### config.mk
export PLATFORM = sky130hd
export DESIGN_NAME = led_matrix_frame_encoder_unit
export DESIGN_NICKNAME = d
export VERILOG_FILES = /design/src/rtl/lmfe_pkg.sv /design/src/rtl/led_matrix_frame_encoder_unit.sv
export SDC_FILE = /design/constraint.sdc
export NUM_CORES = 1
export LEC_CHECK = 0
export BUFFER_PORTS_ARGS = -buffer_cell sky130_fd_sc_hd__buf_2
export CORE_MARGIN = 10
export CORE_UTILIZATION = 60
export DETAILED_ROUTE_END_ITERATION = 8
export PLACE_DENSITY = 0.94
export SYNTH_ARGS = -nofsm -noshare
export SYNTH_HDL_FRONTEND = slang
export SYNTH_SLANG_ARGS = --single-unit
### constraint.sdc
create_clock -name clk -period 4.95 [get_ports clk]
set_input_delay 1.2375 -clock clk [delete_from_list [all_inputs] [get_ports clk]]
set_output_delay 1.2375 -clock clk [all_outputs]
set_load 0.05 [all_outputs]
### src/rtl/lmfe_pkg.sv
// Types, constants and helpers for the LED matrix frame encoder.
package lmfe_pkg;

	typedef enum logic {
		OP_COMMAND = 1'b0,
		OP_COLUMN  = 1'b1
	} op_t;

	localparam logic [7:0] CMD_HEAD  = 8'h80;
	localparam logic [7:0] DATA_HEAD = 8'hA0;

	typedef struct packed {
		logic [7:0] data;
		logic       fs;
		logic       fe;
	} res_t;

	function automatic logic [7:0] reverse8(input logic [7:0] v);
		logic [7:0] r;
		for (int b = 0; b < 8; b++) begin
			r[7 - b] = v[b];
		end
		return r;
	endfunction

endpackage

### src/rtl/led_matrix_frame_encoder_unit.sv
// LED matrix frame encoder: commands and matrix columns to a serial byte stream.
//
//  channel | direction | handshake              | payload
//  --------+-----------+------------------------+-----------------------------------------
//  item    | in        | item_valid, item_stall | operation, command_code, source_byte,
//          |           |                        | window_start, window_length
//  byte    | out       | byte_valid, byte_stall | out_byte, frame_start, frame_end
//
//  An item is held in one input register; its bytes go to the output register one per
//  cycle while byte_stall is low. A middle column gives one byte; a command, first or
//  last column gives two. A command that arrives mid-frame is dropped with no output.
//  The single output register sets the rate: one byte per cycle while byte_stall is low.
//  arst_n clears the column counter, carry, valid flags and byte phase.
//  byte_stall holds the output register, which then holds the input register via item_stall.
module led_matrix_frame_encoder_unit
	import lmfe_pkg::*;
#(
	parameter int COLUMNS = 32
) (
	input  logic       clk,
	input  logic       arst_n,
	input  logic       item_valid,
	output logic       item_stall,
	input  logic       operation,
	input  logic [7:0] command_code,
	input  logic [7:0] source_byte,
	input  logic [7:0] window_start,
	input  logic [7:0] window_length,
	output logic       byte_valid,
	input  logic       byte_stall,
	output logic [7:0] out_byte,
	output logic       frame_start,
	output logic       frame_end
);

	localparam int CW = (COLUMNS > 2) ? $clog2(COLUMNS) : 1;

	logic          valid_s1;
	op_t           op_s1;
	logic [7:0]    cmd_s1;
	logic [7:0]    src_s1;
	logic [7:0]    wstart_s1;
	logic [7:0]    wlen_s1;

	logic          phase_q;
	logic [CW-1:0] col_idx_q;
	logic [1:0]    carry_q;
	logic [5:0]    first_q;

	logic          out_valid_q;
	res_t          out_q;

	logic [8:0]    idx9;
	logic          in_window;
	logic [7:0]    rev;
	logic          is_first;
	logic          is_last;
	logic          no_res;
	logic          two_res;
	res_t          res0;
	res_t          res1;
	logic          out_load_ok;
	logic          load_out;
	logic          retire;

	assign idx9      = {{(9 - CW){1'b0}}, col_idx_q};
	assign in_window = (idx9 >= {1'b0, wstart_s1}) &&
			((idx9 - {1'b0, wstart_s1}) < {1'b0, wlen_s1});
	assign rev       = reverse8(in_window ? src_s1 : 8'h00);
	assign is_first  = (col_idx_q == '0);
	assign is_last   = (col_idx_q == CW'(COLUMNS - 1));

	always_comb begin
		no_res  = 1'b0;
		two_res = 1'b0;
		res0    = '0;
		res1    = '0;
		case (op_s1)
			OP_COMMAND: begin
				// drop commands inside a frame
				no_res    = !is_first;
				two_res   = is_first;
				res0.data = CMD_HEAD | {3'b000, cmd_s1[7:3]};
				res0.fs   = 1'b1;
				res1.data = {cmd_s1[2:0], 5'b00000};
				res1.fe   = 1'b1;
			end
			OP_COLUMN: begin
				two_res = is_first || is_last;
				if (is_first) begin
					res0.data = DATA_HEAD;
					res0.fs   = 1'b1;
					res1.data = {2'b00, rev[7:2]};
				end else begin
					res0.data = {carry_q, rev[7:2]};
					// closing byte wraps the first column's bits behind the last carry
					res1.data = {rev[1:0], first_q};
					res1.fe   = 1'b1;
				end
			end
			default: begin
				no_res = 1'b1;
			end
		endcase
	end

	assign out_load_ok = !out_valid_q || !byte_stall;
	assign load_out    = valid_s1 && !no_res && out_load_ok;
	assign retire      = valid_s1 && (no_res || (out_load_ok && (phase_q || !two_res)));
	assign item_stall  = valid_s1 && !retire;

	always_ff @(posedge clk or negedge arst_n) begin
		if (!arst_n) begin
			valid_s1 <= 1'b0;
		end else if (!item_stall) begin
			valid_s1 <= item_valid;
		end
	end

	always_ff @(posedge clk) begin
		if (item_valid && !item_stall) begin
			op_s1     <= op_t'(operation);
			cmd_s1    <= command_code;
			src_s1    <= source_byte;
			wstart_s1 <= window_start;
			wlen_s1   <= window_length;
		end
	end

	always_ff @(posedge clk or negedge arst_n) begin
		if (!arst_n) begin
			phase_q   <= 1'b0;
			col_idx_q <= '0;
			carry_q   <= 2'b00;
			first_q   <= 6'd0;
		end else begin
			if (retire) begin
				phase_q <= 1'b0;
			end else if (load_out) begin
				phase_q <= 1'b1;
			end
			// advance frame state once the column's last byte is loaded into the output register
			if (retire && (op_s1 == OP_COLUMN)) begin
				col_idx_q <= is_last ? '0 : col_idx_q + CW'(1);
				carry_q   <= rev[1:0];
				if (is_first) begin
					first_q <= rev[7:2];
				end
			end
		end
	end

	always_ff @(posedge clk or negedge arst_n) begin
		if (!arst_n) begin
			out_valid_q <= 1'b0;
		end else if (load_out) begin
			out_valid_q <= 1'b1;
		end else if (!byte_stall) begin
			out_valid_q <= 1'b0;
		end
	end

	always_ff @(posedge clk) begin
		if (load_out) begin
			out_q <= phase_q ? res1 : res0;
		end
	end

	assign byte_valid  = out_valid_q;
	assign out_byte    = out_q.data;
	assign frame_start = out_q.fs;
	assign frame_end   = out_q.fe;

endmodule

==> metrics.txt, run 1 <==
PwrDens 418 nW/um^2; TNS Setup 0 ps; initial detailed-routing violation count 203; layout cells sized above 1 24.3%; synthesized area 2910 sq um; nets@finish 353; total vias in the final route 2,113; clk buf depth 2; Buffers on Ports 48; pin slew with the least headroom to its limit 847 ps; Max-slew headroom 43.4%; final instance area 3390 sq um; vias in the first global route 2,224; diodes inserted 0; Final Critical Period 3830 ps; Worst Hold Depth 2; Max VDD drop 0.282 mV; sequential fraction of the synthesis area 58.2%; Pleak 1.40 nW; Post-Route WL 5.92 mm; most frequent cells in the layout buf_2, edfxtp_1, nand2_1; max-slew violation count 0; CTS Buf Count 9; CTS resizes 0; Die Wd 89.6 microns; Pre-antenna DRT Iters 4; routability cong. 0.827; min-delay src first_q[5]$_DFFE_PN0P_; Setup crit end kind output port; Worst Hold Class register to register; clk root buf clkbuf_8; Die Ht 89.6 microns; Avg WL per Cell 15.9 microns; vias per cell 5.68; clk_lat worst skew 340 ps; initial antenna violation count 0; Worst Path Arrival 2590 ps; most common library cell in the layout ignoring fill and taps buf_2; post-synthesis compound-gate area fraction 14.9%; flops & latches, synth 59; Post-CTS Hold Fix Bufs 0; CTS sink cnt 59; DPL Wire Length 4.46 mm; Residual DRC 0; Adder-Cell Fraction of Synth Area 7.14%; simple logic cell fraction of the synthesized area 14.7%; worst flop-to-flop path startpoint col_idx_q[0]$_DFFE_PN0P_; unique cell type count in the Yosys netlist 43; area grow syn2layout 16.7%; gr usage total 16.0%; die area 8030 sq um; Setup violations, final 0; highest clock rate 261 MHz; Crit. Startpoint col_idx_q[1]$_DFFE_PN0P_; outcome complete, no violations; boundary pin count 49; # H-tree levels 3; Setup CP Type register to output port; GRT overflow 0; clk slew on worst S/H paths 70 ps; crit path max fanout 11; Gate Count Post-Synth 248; largest net degree at the start of global routing 28; mux cell area share after synthesis 0%; setup bufs post-CTS 0; first-pass GRT wire length 9.63 mm; CTS tree yes; main combinational cell family by area after synthesis compound AO/OA/AOI/OAI gates; RSZ-0062 raised after global routing no; Avg Inst Size Synth 11.7 sq um; syn nets 301; worst r2r path cells 14; Antenna Violating Nets Remaining 0; max-cap viol count 0; DP Area 3210 sq um; number of core rows 25; Placeable Area 4720 sq um; CP startpoint kind register; Crit path required time 3710 ps; post-synthesis xor/xnor area fraction 1.81%; Fin. Hold Viols 0; Fin Clk Skew 12.9 ps; starting density of the core 61.6%; Final period util 77.4%; synth warn 0
cell families after synthesis:
kind of cell               after synthesis
AOI/OAI and AO/OA                       64
xor gates and xnor gates                 6
adders and majority gates               16
buffers and inverters                   24
DFF                                     59
and+or+nand+nor                         79
worst max-delay path, cell delays in order (launching register included):
cell and delay [ps]:
dfrtp_1 450, inv_1 110, ha_1 170, nor4b_2 700, o21ai_1 210, a21oi_1 290
buf_2 310
Yosys cell counts (all sizes together):
master   count  area share [%]
a211oi       1            0.26
a21o         5             1.3
a21oi       10             1.8
a22oi        1            0.26
a31oi        1            0.22
a32oi        5             1.5
a41oi        1            0.30
and2         2            0.43
and3         6             1.3
buf          3            0.60
clkbuf       6            0.77
clkinv       1            0.13
dfrtp       16              14
edfxtp      43              44
fa           1            0.69
ha          15             6.5
inv         14             1.8
nand2       37             4.8
nand2b       1            0.22
nand3       11             2.1
nand3b       1            0.26
nand4bb      1            0.95
nor2         5            0.65
nor2b        9             1.9
nor4b        2            0.82
o211ai       2            0.52
o21ai       23             4.3
o21bai       1            0.39
o22ai        1            0.43
o311ai       5             1.5
o31ai        8             2.1
or2          1            0.22
or3          1            0.22
or4          1            0.39
or4b         1            0.47
xnor2        4             1.2
xor2         2            0.60
cell type report:
class | instances | area (sq um)
clock buffer | 10 | 128
sequential | 59 | 1690
timing repair buffer | 50 | 255
inverter | 15 | 56.3
clock inverter | 6 | 56.3
multi-input combinational | 165 | 1120
fill | 321 | 1330
tap | 67 | 83.8
worst paths after layout:
| path | slack [ps] | end |
|---|---|---|
| worst min register to register | 500 | first_q[5]$_DFFE_PN0P_ |
| worst max register to register | 1270 | out_byte[4]$_DFFE_PP_ |
| worst min-delay path | 500 | first_q[5]$_DFFE_PN0P_ |
| worst max-delay path | 1120 | item_stall |
| min in group asynchronous | 790 | phase_q$_DFFE_PN0P_ |
| max in group asynchronous | 3890 | first_q[4]$_DFFE_PN0P_ |
per-layer routing:
layer | GRT usage, % | part of all wire [%] | vias to the layer above
met5 | 0 | 0 | -
met4 | 11.1 | 3.3 | 0
met3 | 5.51 | 9.1 | 23
met2 | 26.2 | 49 | 92
met1 | 17.1 | 39 | 977
li1 | - | - | 1021
power breakdown:
group,internal [mW],total (mW),leakage [nW],switching (mW)
sequential,0.580,0.623,0.625,0.0431
combinational,0.162,0.387,0.681,0.225
clock,0.228,0.408,0.0935,0.180
total,0.970,1.42,1.40,0.448
sequential cells by signal, summed over array words and instances, names as in the netlist:
name         cells
wlen_s1          8
carry_q          2
out_byte         8
byte_valid       1
phase_q          1
valid_s1         1
col_idx_q        5
op_s1            1
first_q          6
frame_end        1
wstart_s1        8
src_s1           8
cmd_s1           8
frame_start      1
metrics by stage:
stage               setup WS [ps]  std cells  utilization [%]  power, mW  hold slack [ps]
floorplan                    1220        248                -      0.907              448
global placement             1520        356             68.0      0.980              468
detailed placement           1370        356             68.0       1.01              475
CTS                          1140        372             71.9       1.42              501
global route                  902        372             71.9       1.50              539
finish                       1120        372             71.9       1.42              499
Note: power is estimated with default switching activity, not from simulation.
==> inputs of run 2 (changes only) <==
- CORE_UTILIZATION: 60 -> 50
- PLACE_DENSITY: 0.94 -> 0.85
- clock period: 4.95 -> 3.4 ns (I/O delays scaled with it)
==> run 2 against run 1 <==
Hold slack lost 82 ps. Non-clock buffer count is 2 higher. Worst setup slack got worse by 900 ps. Combinational power grew 42%.
==> metrics.txt, run 2 (synthesis results as in run 1) <==
total design power 2.04 mW; Die Ht 96.3 microns; Avg WL per Cell 15.3 microns; pin slew with the least headroom to its limit 870 ps; max-slew violation count 0; DP Cell Count 363; max-cap viol count 0; die area 9270 sq um; CTS resizes 0; setup bufs post-CTS 0; boundary pin count 49; power share of the sequential group 44.4%; Final period util 93.7%; final std cells w/o fill 379; Antenna Violating Nets Remaining 0; CTS tree yes; Setup violations, final 0; diodes inserted 0; Fin. Hold Viols 0; Post-CTS Hold Fix Bufs 0; fillers 456; Fin Clk Skew 11.8 ps; worst flop-to-flop path startpoint col_idx_q[0]$_DFFE_PN0P_; Post-Route WL 5.80 mm; power share of the clock group 28.7%; CTS Buf Count 9; total vias in the final route 2,070; Final Critical Period 3190 ps; nets@finish 355; area grow syn2layout 17.5%; Worst Hold Class input pin to async pin; Worst Path Arrival 3360 ps; Sw Ratio 30.7%; highest clock rate 314 MHz; TNS Setup 0 ps; Setup crit end kind register; Max-slew headroom 42.0%; initial antenna violation count 0; CTS sink cnt 59; most frequent cells in the layout buf_2, edfxtp_1, nand2_1; PwrDens 598 nW/um^2; Die Wd 96.3 microns; DPL Wire Length 4.30 mm; starting density of the core 52.2%; Pre-antenna DRT Iters 4; Pleak 1.41 nW; outcome complete, no violations; P_int 1.41 mW; largest net degree at the start of global routing 34; RSZ-0062 raised after global routing no; most common library cell in the layout ignoring fill and taps buf_2; first-pass GRT wire length 9.74 mm; clk_lat worst skew 340 ps; crit path max fanout 8; gr usage total 13.5%; clk slew on worst S/H paths 70 ps; CP startpoint kind register; layout cells sized above 1 24.4%; Setup CP Type register to register; Comb power frac 26.9%; vias per cell 5.46; Max VDD drop 0.335 mV; clk buf depth 2; Crit. Startpoint col_idx_q[0]$_DFFE_PN0P_; routability cong. 0.812; # H-tree levels 3; initial detailed-routing violation count 113; Residual DRC 0; Placeable Area 5570 sq um; GRT overflow 0; Crit path required time 3580 ps; Core Util, Final 61.3%; Buffers on Ports 48; vias in the first global route 2,048; Net Sw Power 0.628 mW; number of core rows 27; clk root buf clkbuf_8
[run 2: layer usage]
layer | vias to the layer above | global-route usage, % | wire length (microns)
li1 | 1027 | - | -
met1 | 960 | 16.7 | 2490
met2 | 75 | 20.9 | 2730
met3 | 8 | 5.14 | 528
met4 | 0 | 5.16 | 58
met5 | - | 0 | 0
[run 2: worst paths after layout]
| check | slack [ps] | cells past startpoint | to |
|---|---|---|---|
| setup / recovery | 210 | 14 | out_byte[1]$_DFFE_PP_ |
| min in group clk | 490 | 2 | first_q[5]$_DFFE_PN0P_ |
| hold / removal | 420 | 1 | first_q[1]$_DFFE_PN0P_ |
| setup reg to reg | 210 | 14 | out_byte[1]$_DFFE_PP_ |
| hold reg to reg | 490 | 2 | first_q[5]$_DFFE_PN0P_ |
| max in group asynchronous | 2700 | 1 | carry_q[1]$_DFFE_PN0P_ |
[run 2: worst max-delay path, stage by stage (launching register included)]
cell and delay (ps):
dfrtp_1 410, inv_1 110, ha_1 200, inv_1 70, fa_2 380, a211oi_2 240, o21bai_2 130, nor2b_1 150
xnor2_1 130, ha_1 290, a21o_1 190, a21oi_2 180, nand2_1 70, nand4bb_4 270, o21ai_1 210
[run 2: through the flow]
stage          area [sq um]  hold WS, ps  setup WS (ps)
2_1_floorplan          2910          448            169
3_3_place_gp           3230          463            247
3_5_place_dp           3230          478           45.9
4_1_cts                3410          422           23.0
5_1_grt                3420          434           23.8
6_report               3420          416            215
[run 2: layout make-up]
cell class              count  area [sq um]  area share [%]
clock buffers              12           135            3.95
clock inverters             4          42.5            1.24
inverters                  15          56.3            1.65
multi-input cells         165          1130            33.1
flip-flops and latches     59          1690            49.5
well taps                  72          90.1            2.64
repair buffers             52           270            7.91
[run 2: power groups by stage]
stage / combinational [mW] / sequential, mW / clock [mW]
2_1_floorplan: 0.388 / 0.933 / 0
3_3_place_gp: 0.520 / 0.917 / 0
3_5_place_dp: 0.542 / 0.920 / 0
4_1_cts: 0.548 / 0.906 / 0.598
5_1_grt: 0.621 / 0.917 / 0.641
6_report: 0.550 / 0.908 / 0.585
